<file path="src/hdl/cad_pkg.sv">
// Shared types, constants and small functions of the calendar date adder.
// Used by every module of the block; it depends on nothing else.
package cad_pkg;

  localparam int YearW    = 14;
  localparam int OffsetW  = 20;
  localparam int DaysW    = 23;
  localparam int CfgIdxW  = 1;
  localparam int InDataW  = 48;
  localparam int OutDataW = 24;

  localparam int ToDaysStages   = 4;
  localparam int FromDaysStages = 7;

  localparam int YearShift = 4000;
  localparam int EraDays   = 146097;

  localparam logic [YearW-1:0] YearMinRst = 14'd1902;
  localparam logic [YearW-1:0] YearMaxRst = 14'd2037;

  // Reciprocals for division by constants: q = (x * K) >> Sh, exact over the used range.
  localparam int Div100Sh  = 24;
  localparam logic [17:0] Div100K  = 18'(((64'd1 << Div100Sh) + 64'd99) / 64'd100);
  localparam int Div400Sh  = 24;
  localparam logic [15:0] Div400K  = 16'(((64'd1 << Div400Sh) + 64'd399) / 64'd400);
  localparam int DivEraSh  = 44;
  localparam logic [26:0] DivEraK  = 27'(((64'd1 << DivEraSh) + 64'd146096) / 64'd146097);
  localparam int Div1460Sh = 28;
  localparam logic [17:0] Div1460K = 18'(((64'd1 << Div1460Sh) + 64'd1459) / 64'd1460);
  localparam int Div365Sh  = 26;
  localparam logic [17:0] Div365K  = 18'(((64'd1 << Div365Sh) + 64'd364) / 64'd365);
  localparam int Div153Sh  = 20;
  localparam logic [12:0] Div153K  = 13'(((64'd1 << Div153Sh) + 64'd152) / 64'd153);

  typedef enum logic [1:0] {
    STATUS_OK       = 2'd0,
    STATUS_BAD_DATE = 2'd1,
    STATUS_RANGE    = 2'd2
  } status_e;

  typedef enum logic [CfgIdxW-1:0] {
    CFG_YEAR_MIN = 1'b0,
    CFG_YEAR_MAX = 1'b1
  } cfg_idx_e;

  typedef struct packed {
    logic [4:0]                day;
    logic [3:0]                month;
    logic [YearW-1:0]          year;
    logic signed [OffsetW-1:0] offset;
  } date_in_t;

  typedef struct packed {
    logic             ok;
    logic [DaysW-1:0] z;
  } day_num_t;

  typedef struct packed {
    logic               ok;
    logic signed [15:0] year;
    logic [3:0]         month;
    logic [4:0]         day;
  } date_res_t;

  // Days from March 1 to the first day of a month counted from March.
  function automatic logic [8:0] days_before(input logic [3:0] mi);
    logic [8:0] r;
    case (mi)
      4'd0:    r = 9'd0;
      4'd1:    r = 9'd31;
      4'd2:    r = 9'd61;
      4'd3:    r = 9'd92;
      4'd4:    r = 9'd122;
      4'd5:    r = 9'd153;
      4'd6:    r = 9'd184;
      4'd7:    r = 9'd214;
      4'd8:    r = 9'd245;
      4'd9:    r = 9'd275;
      4'd10:   r = 9'd306;
      4'd11:   r = 9'd337;
      default: r = 9'd0;
    endcase
    return r;
  endfunction

  // Quotient by 100 of a year within a 400-year era.
  function automatic logic [1:0] div100_small(input logic [8:0] v);
    logic [1:0] r;
    if (v >= 9'd300) r = 2'd3;
    else if (v >= 9'd200) r = 2'd2;
    else if (v >= 9'd100) r = 2'd1;
    else r = 2'd0;
    return r;
  endfunction

endpackage

</file>
<file path="src/hdl/cad_to_days.sv">
// Input check and conversion of a date plus offset into a linear day number.
// Four register stages with per-stage valid bits; uses cad_pkg.
module cad_to_days import cad_pkg::*; (
  input  logic     clk_i,
  input  logic     rst_ni,
  input  logic     in_valid_i,
  output logic     in_ready_o,
  input  date_in_t in_data_i,
  output logic     out_valid_o,
  input  logic     out_ready_i,
  output day_num_t out_data_o
);

  logic [ToDaysStages-1:0] vld_q;
  logic [ToDaysStages-1:0] vld_in;
  logic [ToDaysStages:0]   rdy;

  always_comb begin
    rdy[ToDaysStages] = out_ready_i;
    for (int k = ToDaysStages - 1; k >= 0; k--) begin
      rdy[k] = !vld_q[k] || rdy[k+1];
    end
  end

  assign vld_in = {vld_q[ToDaysStages-2:0], in_valid_i};

  always_ff @(posedge clk_i or negedge rst_ni) begin
    if (!rst_ni) begin
      vld_q <= '0;
    end else begin
      for (int k = 0; k < ToDaysStages; k++) begin
        if (rdy[k]) begin
          vld_q[k] <= vld_in[k];
        end
      end
    end
  end

  assign in_ready_o  = rdy[0];
  assign out_valid_o = vld_q[ToDaysStages-1];

  // Stage 1: shifted March-based year, month index and the two reciprocal products.
  logic [14:0] ys_d;
  logic [3:0]  mi_d;
  logic        mok_d;
  logic [31:0] p100_d;
  logic [30:0] p400_d;

  always_comb begin
    ys_d   = 15'(in_data_i.year) + 15'(YearShift) - 15'(in_data_i.month <= 4'd2);
    mi_d   = (in_data_i.month > 4'd2) ? in_data_i.month - 4'd3 : in_data_i.month + 4'd9;
    mok_d  = (in_data_i.month >= 4'd1) && (in_data_i.month <= 4'd12);
    p100_d = 32'(in_data_i.year) * 32'(Div100K);
    p400_d = 31'(ys_d) * 31'(Div400K);
  end

  logic [4:0]                day1_q;
  logic [3:0]                month1_q;
  logic [YearW-1:0]          year1_q;
  logic signed [OffsetW-1:0] off1_q;
  logic [14:0]               ys1_q;
  logic [3:0]                mi1_q;
  logic                      mok1_q;
  logic [7:0]                q100_1_q;
  logic [5:0]                era1_q;

  always_ff @(posedge clk_i) begin
    if (rdy[0]) begin
      day1_q   <= in_data_i.day;
      month1_q <= in_data_i.month;
      year1_q  <= in_data_i.year;
      off1_q   <= in_data_i.offset;
      ys1_q    <= ys_d;
      mi1_q    <= mi_d;
      mok1_q   <= mok_d;
      q100_1_q <= p100_d[31:24];
      era1_q   <= p400_d[29:24];
    end
  end

  // Stage 2: leap rule, day-of-month check, year of era and day of year.
  logic [13:0] r100_d;
  logic        leap_d;
  logic [4:0]  mlen_d;
  logic        ok2_d;
  logic [8:0]  yoe2_d;
  logic [8:0]  doy2_d;

  always_comb begin
    r100_d = year1_q - 14'({6'b0, q100_1_q} * 14'd100);
    leap_d = ((year1_q[1:0] == 2'd0) && (r100_d != 14'd0)) ||
             ((r100_d == 14'd0) && (q100_1_q[1:0] == 2'd0));
    if (month1_q == 4'd2) begin
      mlen_d = leap_d ? 5'd29 : 5'd28;
    end else if (month1_q inside {4'd4, 4'd6, 4'd9, 4'd11}) begin
      mlen_d = 5'd30;
    end else begin
      mlen_d = 5'd31;
    end
    ok2_d  = mok1_q && (day1_q != 5'd0) && (day1_q <= mlen_d);
    yoe2_d = 9'(ys1_q - 15'({9'b0, era1_q} * 15'd400));
    doy2_d = days_before(mi1_q) + 9'(day1_q) - 9'd1;
  end

  logic                      ok2_q;
  logic [5:0]                era2_q;
  logic [8:0]                yoe2_q;
  logic [8:0]                doy2_q;
  logic signed [OffsetW-1:0] off2_q;

  always_ff @(posedge clk_i) begin
    if (rdy[1]) begin
      ok2_q  <= ok2_d;
      era2_q <= era1_q;
      yoe2_q <= yoe2_d;
      doy2_q <= doy2_d;
      off2_q <= off1_q;
    end
  end

  // Stage 3: day of era and days of the whole eras.
  logic [17:0]      doe3_d;
  logic [DaysW-1:0] ed3_d;

  always_comb begin
    doe3_d = 18'(yoe2_q) * 18'd365 + 18'(yoe2_q[8:2]) - 18'(div100_small(yoe2_q))
           + 18'(doy2_q);
    ed3_d  = DaysW'(era2_q) * DaysW'(EraDays);
  end

  logic                      ok3_q;
  logic [17:0]               doe3_q;
  logic [DaysW-1:0]          ed3_q;
  logic signed [OffsetW-1:0] off3_q;

  always_ff @(posedge clk_i) begin
    if (rdy[2]) begin
      ok3_q  <= ok2_q;
      doe3_q <= doe3_d;
      ed3_q  <= ed3_d;
      off3_q <= off2_q;
    end
  end

  // Stage 4: add the signed offset; the sum is always positive and below 2^23.
  logic [DaysW:0] z4_d;

  always_comb begin
    z4_d = {1'b0, ed3_q} + {6'b0, doe3_q} + {{(DaysW + 1 - OffsetW){off3_q[OffsetW-1]}}, off3_q};
  end

  day_num_t out_q;

  always_ff @(posedge clk_i) begin
    if (rdy[3]) begin
      out_q.ok <= ok3_q;
      out_q.z  <= z4_d[DaysW-1:0];
    end
  end

  assign out_data_o = out_q;

endmodule

</file>
<file path="src/hdl/cad_from_days.sv">
// Conversion of a linear day number back into year, month and day.
// Seven register stages with per-stage valid bits; uses cad_pkg.
module cad_from_days import cad_pkg::*; (
  input  logic      clk_i,
  input  logic      rst_ni,
  input  logic      in_valid_i,
  output logic      in_ready_o,
  input  day_num_t  in_data_i,
  output logic      out_valid_o,
  input  logic      out_ready_i,
  output date_res_t out_data_o
);

  logic [FromDaysStages-1:0] vld_q;
  logic [FromDaysStages-1:0] vld_in;
  logic [FromDaysStages:0]   rdy;

  always_comb begin
    rdy[FromDaysStages] = out_ready_i;
    for (int k = FromDaysStages - 1; k >= 0; k--) begin
      rdy[k] = !vld_q[k] || rdy[k+1];
    end
  end

  assign vld_in = {vld_q[FromDaysStages-2:0], in_valid_i};

  always_ff @(posedge clk_i or negedge rst_ni) begin
    if (!rst_ni) begin
      vld_q <= '0;
    end else begin
      for (int k = 0; k < FromDaysStages; k++) begin
        if (rdy[k]) begin
          vld_q[k] <= vld_in[k];
        end
      end
    end
  end

  assign in_ready_o  = rdy[0];
  assign out_valid_o = vld_q[FromDaysStages-1];

  // Stage 1: era number by reciprocal multiplication.
  logic [49:0] pe_d;
  assign pe_d = 50'(in_data_i.z) * 50'(DivEraK);

  logic             ok1_q;
  logic [DaysW-1:0] z1_q;
  logic [5:0]       era1_q;

  always_ff @(posedge clk_i) begin
    if (rdy[0]) begin
      ok1_q  <= in_data_i.ok;
      z1_q   <= in_data_i.z;
      era1_q <= pe_d[49:44];
    end
  end

  // Stage 2: day of era.
  logic [17:0] doe2_d;
  assign doe2_d = 18'(z1_q - DaysW'(era1_q) * DaysW'(EraDays));

  logic        ok2_q;
  logic [5:0]  era2_q;
  logic [17:0] doe2_q;

  always_ff @(posedge clk_i) begin
    if (rdy[1]) begin
      ok2_q  <= ok1_q;
      era2_q <= era1_q;
      doe2_q <= doe2_d;
    end
  end

  // Stage 3: leap-day corrections within the era.
  logic [35:0] p1460_d;
  logic [2:0]  cen_d;
  logic        top_d;

  always_comb begin
    p1460_d = 36'(doe2_q) * 36'(Div1460K);
    cen_d   = 3'(doe2_q >= 18'd36524) + 3'(doe2_q >= 18'd73048)
            + 3'(doe2_q >= 18'd109572) + 3'(doe2_q >= 18'd146096);
    top_d   = (doe2_q == 18'd146096);
  end

  logic        ok3_q;
  logic [5:0]  era3_q;
  logic [17:0] doe3_q;
  logic [6:0]  q1460_3_q;
  logic [2:0]  cen3_q;
  logic        top3_q;

  always_ff @(posedge clk_i) begin
    if (rdy[2]) begin
      ok3_q     <= ok2_q;
      era3_q    <= era2_q;
      doe3_q    <= doe2_q;
      q1460_3_q <= p1460_d[34:28];
      cen3_q    <= cen_d;
      top3_q    <= top_d;
    end
  end

  // Stage 4: year of era.
  logic [17:0] t4_d;
  logic [35:0] p365_d;

  always_comb begin
    t4_d   = doe3_q - 18'(q1460_3_q) + 18'(cen3_q) - 18'(top3_q);
    p365_d = 36'(t4_d) * 36'(Div365K);
  end

  logic        ok4_q;
  logic [5:0]  era4_q;
  logic [17:0] doe4_q;
  logic [8:0]  yoe4_q;

  always_ff @(posedge clk_i) begin
    if (rdy[3]) begin
      ok4_q  <= ok3_q;
      era4_q <= era3_q;
      doe4_q <= doe3_q;
      yoe4_q <= p365_d[34:26];
    end
  end

  // Stage 5: day of the March-based year.
  logic [8:0] doy5_d;
  assign doy5_d = 9'(doe4_q - (18'(yoe4_q) * 18'd365 + 18'(yoe4_q[8:2])
                              - 18'(div100_small(yoe4_q))));

  logic       ok5_q;
  logic [5:0] era5_q;
  logic [8:0] yoe5_q;
  logic [8:0] doy5_q;

  always_ff @(posedge clk_i) begin
    if (rdy[4]) begin
      ok5_q  <= ok4_q;
      era5_q <= era4_q;
      yoe5_q <= yoe4_q;
      doy5_q <= doy5_d;
    end
  end

  // Stage 6: month index from the day of year.
  logic [10:0] v6_d;
  logic [23:0] p153_d;

  always_comb begin
    v6_d   = 11'(doy5_q) * 11'd5 + 11'd2;
    p153_d = 24'(v6_d) * 24'(Div153K);
  end

  logic       ok6_q;
  logic [5:0] era6_q;
  logic [8:0] yoe6_q;
  logic [8:0] doy6_q;
  logic [3:0] mp6_q;

  always_ff @(posedge clk_i) begin
    if (rdy[5]) begin
      ok6_q  <= ok5_q;
      era6_q <= era5_q;
      yoe6_q <= yoe5_q;
      doy6_q <= doy5_q;
      mp6_q  <= p153_d[23:20];
    end
  end

  // Stage 7: calendar month, day and signed year.
  date_res_t res_d;

  always_comb begin
    res_d.ok    = ok6_q;
    res_d.day   = 5'(doy6_q - days_before(mp6_q) + 9'd1);
    res_d.month = (mp6_q < 4'd10) ? mp6_q + 4'd3 : mp6_q - 4'd9;
    res_d.year  = signed'(16'(yoe6_q) + 16'(era6_q) * 16'd400
                          + 16'(res_d.month <= 4'd2) - 16'(YearShift));
  end

  date_res_t out_q;

  always_ff @(posedge clk_i) begin
    if (rdy[6]) begin
      out_q <= res_d;
    end
  end

  assign out_data_o = out_q;

endmodule

</file>
<file path="src/hdl/calendar_date_add_days_core.sv">
// Gregorian date adder: date plus signed day offset, with year limit check.
// An accepted input beat goes through 4 stages of day-number conversion,
// 7 stages of date recovery and one output register. Throughput is one beat
// per cycle unless the output stalls; a stall holds only stages with a beat.
// Reset clears all valid bits and sets the year limits to 1902 and 2037.
module calendar_date_add_days_core import cad_pkg::*; (
  input  logic                clk_i,
  input  logic                rst_ni,
  input  logic                cfg_we_i,
  input  logic [CfgIdxW-1:0]  cfg_idx_i,
  input  logic [YearW-1:0]    cfg_wdata_i,
  input  logic                s_axis_tvalid,
  output logic                s_axis_tready,
  // day[4:0], month[8:5], year[22:9], day_offset[42:23], zero padding[47:43]
  input  logic [InDataW-1:0]  s_axis_tdata,
  output logic                m_axis_tvalid,
  input  logic                m_axis_tready,
  // result_day[4:0], result_month[8:5], result_year[22:9], zero padding[23]
  output logic [OutDataW-1:0] m_axis_tdata,
  // status[1:0]
  output logic [1:0]          m_axis_tuser
);

  logic [YearW-1:0] year_min_q;
  logic [YearW-1:0] year_max_q;

  always_ff @(posedge clk_i or negedge rst_ni) begin
    if (!rst_ni) begin
      year_min_q <= YearMinRst;
      year_max_q <= YearMaxRst;
    end else if (cfg_we_i) begin
      case (cfg_idx_e'(cfg_idx_i))
        CFG_YEAR_MIN: year_min_q <= cfg_wdata_i;
        CFG_YEAR_MAX: year_max_q <= cfg_wdata_i;
        default: ;
      endcase
    end
  end

  date_in_t in_beat;

  always_comb begin
    in_beat.day    = s_axis_tdata[4:0];
    in_beat.month  = s_axis_tdata[8:5];
    in_beat.year   = s_axis_tdata[22:9];
    in_beat.offset = signed'(s_axis_tdata[42:23]);
  end

  logic      dn_valid;
  logic      dn_ready;
  day_num_t  dn_data;
  logic      res_valid;
  logic      res_ready;
  date_res_t res_data;

  cad_to_days u_to_days (
    .clk_i       (clk_i),
    .rst_ni      (rst_ni),
    .in_valid_i  (s_axis_tvalid),
    .in_ready_o  (s_axis_tready),
    .in_data_i   (in_beat),
    .out_valid_o (dn_valid),
    .out_ready_i (dn_ready),
    .out_data_o  (dn_data)
  );

  cad_from_days u_from_days (
    .clk_i       (clk_i),
    .rst_ni      (rst_ni),
    .in_valid_i  (dn_valid),
    .in_ready_o  (dn_ready),
    .in_data_i   (dn_data),
    .out_valid_o (res_valid),
    .out_ready_i (res_ready),
    .out_data_o  (res_data)
  );

  status_e          status_d;
  logic [4:0]       day_d;
  logic [3:0]       month_d;
  logic [YearW-1:0] year_d;

  always_comb begin
    if (!res_data.ok) begin
      status_d = STATUS_BAD_DATE;
    end else if ((res_data.year < 16'sd0) ||
                 (res_data.year < signed'({2'b00, year_min_q})) ||
                 (res_data.year > signed'({2'b00, year_max_q}))) begin
      status_d = STATUS_RANGE;
    end else begin
      status_d = STATUS_OK;
    end
    if (status_d == STATUS_OK) begin
      day_d   = res_data.day;
      month_d = res_data.month;
      year_d  = res_data.year[YearW-1:0];
    end else begin
      day_d   = '0;
      month_d = '0;
      year_d  = '0;
    end
  end

  logic             out_vld_q;
  status_e          status_q;
  logic [4:0]       day_q;
  logic [3:0]       month_q;
  logic [YearW-1:0] year_q;

  assign res_ready = !out_vld_q || m_axis_tready;

  always_ff @(posedge clk_i or negedge rst_ni) begin
    if (!rst_ni) begin
      out_vld_q <= 1'b0;
    end else if (res_ready) begin
      out_vld_q <= res_valid;
    end
  end

  always_ff @(posedge clk_i) begin
    if (res_ready) begin
      status_q <= status_d;
      day_q    <= day_d;
      month_q  <= month_d;
      year_q   <= year_d;
    end
  end

  assign m_axis_tvalid = out_vld_q;
  assign m_axis_tdata  = {1'b0, year_q, month_q, day_q};
  assign m_axis_tuser  = status_q;

  a_err_zero: assert property (@(posedge clk_i) disable iff (!rst_ni)
      (m_axis_tvalid && (m_axis_tuser != STATUS_OK)) |-> (m_axis_tdata == '0))
    else $error("error beat carries a nonzero date");

  a_ok_date: assert property (@(posedge clk_i) disable iff (!rst_ni)
      (m_axis_tvalid && (m_axis_tuser == STATUS_OK)) |->
      ((m_axis_tdata[8:5] >= 4'd1) && (m_axis_tdata[8:5] <= 4'd12) &&
       (m_axis_tdata[4:0] >= 5'd1)))
    else $error("ok beat carries an impossible month or day");

  a_stall_full: assert property (@(posedge clk_i) disable iff (!rst_ni)
      !s_axis_tready |-> m_axis_tvalid)
    else $error("input stalled while the output register is empty");

endmodule

</file>
<file path="config.mk">
export PLATFORM = sky130hd
export DESIGN_NAME = calendar_date_add_days_core
export DESIGN_NICKNAME = d
export VERILOG_FILES = /design/src/hdl/cad_pkg.sv /design/src/hdl/cad_to_days.sv /design/src/hdl/cad_from_days.sv /design/src/hdl/calendar_date_add_days_core.sv
export SDC_FILE = /design/constraint.sdc
export NUM_CORES = 2
export LEC_CHECK = 0
export BUFFER_PORTS_ARGS = -buffer_cell sky130_fd_sc_hd__buf_2
export CORE_MARGIN = 1
export CORE_UTILIZATION = 29
export DETAILED_ROUTE_END_ITERATION = 7
export PLACE_DENSITY = 0.42
export SYNTH_ARGS = -nofsm -noshare
export SYNTH_HDL_FRONTEND = slang
export SYNTH_SLANG_ARGS = --single-unit
</file>
<file path="constraint.sdc">
create_clock -name clk_i -period 10.4 [get_ports clk_i]
set_input_delay 1.56 -clock clk_i [delete_from_list [all_inputs] [get_ports clk_i]]
set_output_delay 1.56 -clock clk_i [all_outputs]
set_load 0.02 [all_outputs]
</file>
==> flow_results.org <==
** Global route
- Vias in the first global route :: between 30,000 and 40,000
- Total gr overflow :: 0
- The number of antenna violations at the first check in global routing came to 7.
- Global-route usage over all layers :: 13.4%
- Largest net degree at the start of global routing :: 64
- First-pass GRT wire length :: 208,000 um

** Synthesis
- The most used flip-flop cell after synthesis is sky130_fd_sc_hd__edfxtp_1.
- Counting every instance in the synthesized netlist gives ~5,100.
- Share of synthesized registers carrying an async set or reset :: under 10%
- Net count after synthesis :: ~7,200
- In this run, synthesis inferred between 400 and 500 flip-flops with an integrated enable.
- During synthesis, Yosys emitted a total of 0 warnings.
- The synthesized design contains 468 register bits.
- Synthesis instantiated 81 different standard cells from the library.
- The mapped netlist covers between 50,000 and 60,000 sq um.
- Post-synthesis average cell area :: 11.4 sq um
- Of the synthesized area, sequential elements account for between 20% and 30%.

** STA
- The hold violation total from the final report was 0.
- Setup violations remaining at the end of the flow were counted as 0.
- The count of pins over their slew limit was 0.
- The final critical path takes up about 93% of the cycle.
- Pin slew with the least headroom to its limit :: about 1.2 ns
- Timing-limited maximum frequency :: roughly 100 MHz
- Setup repair after global routing missed its margin :: false
- Headroom to the max-slew limit came out at 17.6%.
- The routed design could run at a clock period as short as slightly below 10 ns.
- For the final database, setup skew stands at approximately 0.08 ns.
- For the final routed database, the setup TNS stands at 0 ns.

** Layout
- Cells with a size suffix above 1 make up roughly 5.5% of the layout.
- For this run, the number of standard cells in the final layout without fillers is roughly 8,000.
- At the end of the flow, the number of nets in the layout was 7,356.
- Compared with the post-synthesis result, the final layout area differs by 10.5%.

** Clock network
- Clock latency on the worst-skew pair, taken at its later pin, is approximately 0.7 ns.
- Number of buffers created by CTS :: between 50 and 60
- Worst-path clk slew :: 0.06 ns
- Clock root buffer master :: sky130_fd_sc_hd__clkbuf_16
- The longest clock path from root to sink contains 3 buffers.
- CTS built an H-tree with a depth of 2.
- Counting every sink on the clock net gives 468.
- TritonCTS built the clock tree.

** Critical path
- By instance count, the cell type seen most on the critical path is sky130_fd_sc_hd__fa_1.
- In this design, the stage delay of the slowest critical-path cell is 0.55 ns.
- The critical path is of the flip-flop to flip-flop type.
- CP Data Required Time :: about 11 ns
- Master of the slowest instance on the critical path :: sky130_fd_sc_hd__fa_1
- The worst setup path is launched from a flip-flop.
- Along the worst path, the maximum fanout reaches 5.
- The worst setup path is captured at a flip-flop.
- Data arrival time of the critical path :: approximately 10 ns

** Job
- Across the run, the number of max-cap violations was 0.

** Floorplanning
- During I/O placement, the number of pins put on the boundary was 96.
- Initial core utilization :: 29.2%
- The die is 448 um tall.
- Horizontal extent of the die :: roughly 450 um
- Floorplan row count :: 163
- Core area :: between 150,000 and 200,000 sq um
- Overall die area :: 201,000 sq um

** Worst hold path
- HP Class :: flip-flop to flip-flop

** Detailed routing
- Count of nets left with antenna violations after detail routing :: 0
- In the final routed layout, each cell accounts on average for 16.3 um.
- Before antenna repair, the detailed router went through 4 iterations.
- For this block, the initial DRC count from the detailed router was around 1,000.
- The routed design has 130,000 um of wire.
- For this run, design rule violations remaining after detail routing come to 0.
- Via count :: 33,824
- Number of vias per cell :: 4.26

** Run status
- Status :: completed

** Place
- The congestion estimate from routability-driven global placement came to 0.806.
- Total of buffers placed on input and output ports :: 89
- Half-perimeter wire length after detailed placement :: between 100,000 and 150,000 um
- Once placement completed, the tool counted placed cells totaling around 7,800.
cells by family after synthesis:
| logic type | after synthesis | share of synthesized area [%] |
|---|---|---|
| xor+xnor | 235 | 3.56 |
| simple gates | 478 | 4.19 |
| compound gates | 473 | 5.39 |
| fa+ha+maj | 2030 | 53.7 |
| buf+inv | 1371 | 8.92 |
| other cells | 1 | 0.00649 |
| flops | 468 | 23.8 |
| mux | 25 | 0.472 |
metal layers:
metal  share of wire [%]  GRT usage, %  vias to the layer above
li1                    -             -                    16845
met4                 2.1          2.79                        0
met5                   0             0                        -
met1                  46          17.7                    16572
met3                 2.4          1.49                      112
met2                  49          23.5                      295
timing repair:
action / 4_1_cts / 5_1_grt
setup endpoints to repair: 0 / 1
resized for setup: 0 / 2
setup buffers: 0 / 0
hold buffers: 0 / 0
cell usage after synthesis, drive strengths merged (9+ instances only):
cell type,n,area share [%]
or3,16,0.17
and3,39,0.42
inv,1358,8.8
nor2b,32,0.35
nor3,44,0.38
nand4,19,0.22
dfrtp,23,1.0
nand3,50,0.43
xnor2,178,2.7
o21bai,25,0.33
ha,1282,28
dfstp,17,0.77
edfxtp,414,22
or2,14,0.15
a211oi,14,0.18
dfxtp,14,0.49
nor2,103,0.67
xor2,57,0.86
a21oi,137,1.2
o21a,28,0.36
a31oi,17,0.21
and2,11,0.12
a21boi,9,0.12
fa,748,26
nand2,97,0.63
o211ai,12,0.16
o21ai,98,0.86
a21o,49,0.64
mux2,18,0.35
nand2b,29,0.31
path summary, 6_finish.rpt:
path                                             from                    end  cells past startpoint  slack, ns
worst min register to register  u_from_days.era3_q[0]  u_from_days.era4_q[0]                      0       0.38
worst max register to register     u_from_days.top3_q  u_from_days.yoe4_q[8]                     36       0.74
worst min-delay path            u_from_days.era3_q[0]  u_from_days.era4_q[0]                      0       0.38
min in group asynchronous                      rst_ni         year_min_q[11]                      2       0.97
max in group asynchronous                      rst_ni   u_from_days.vld_q[0]                      2       8.94
worst max-delay path               u_from_days.top3_q  u_from_days.yoe4_q[8]                     36       0.74
layout by cell type, fill, tap and decap left out, types with 60 or more instances in the layout:
cell type / instances
sky130_fd_sc_hd__a21oi_1: 137
sky130_fd_sc_hd__buf_2: 89
sky130_fd_sc_hd__clkbuf_16: 60
sky130_fd_sc_hd__edfxtp_1: 414
sky130_fd_sc_hd__fa_1: 748
sky130_fd_sc_hd__ha_1: 1282
sky130_fd_sc_hd__inv_1: 1358
sky130_fd_sc_hd__nand2_1: 96
sky130_fd_sc_hd__nor2_1: 102
sky130_fd_sc_hd__o21ai_0: 82
sky130_fd_sc_hd__xnor2_1: 172
sequential cells by signal, summed over array words and instances (netlist names), 14 cells and up, named ones only:
name                    count
u_to_days.off1_q           20
u_from_days.doe3_q         18
u_to_days.ed3_q            23
year_max_q                 14
u_from_days.z1_q           18
year_min_q                 14
u_to_days.off2_q           20
year_q                     14
u_from_days.doe2_q         18
u_to_days.doe3_q           18
u_to_days.off3_q           20
u_from_days.out_data_o     26
u_to_days.year1_q          14
u_to_days.out_data_o       24
critical path, delay by kind of cell (launching register included):
family | cells | cell delay, ns
adder cells (fa/ha/maj) | 11 | 4.75
AO/OA/AOI/OAI | 14 | 2.81
XOR/XNOR | 3 | 0.65
AND/OR/NAND/NOR | 2 | 0.56
buffers and inverters | 6 | 0.33
flip-flops | 1 | 0.32
per-stage QoR:
| step | hold slack (ns) | util (%) | cell area (sq um) | setup WS, ns |
|---|---|---|---|---|
| floorplan | 0.400 | - | 57800 | 1.29 |
| global placement | 0.400 | 31.3 | 61800 | 0.406 |
| detailed placement | 0.405 | 31.3 | 61800 | 0.486 |
| CTS | 0.391 | 32.3 | 63800 | 0.409 |
| global route | 0.392 | 32.3 | 63800 | 0.124 |
| finish | 0.380 | 32.3 | 63800 | 0.743 |
final cells by class:
class	count	area [sq um]
Antenna cell	1	2.50
Clock buffer	73	1600
Clock inverter	35	382
Fill cell	20106	134000
Inverter	1359	5100
Multi-Input combinational cell	3242	39000
Sequential cell	468	13700
Tap cell	2640	3300
Timing Repair Buffer	128	738
Power is not shown: default switching activity piles up to over one toggle a cycle in this logic, so the estimate is an artifact.
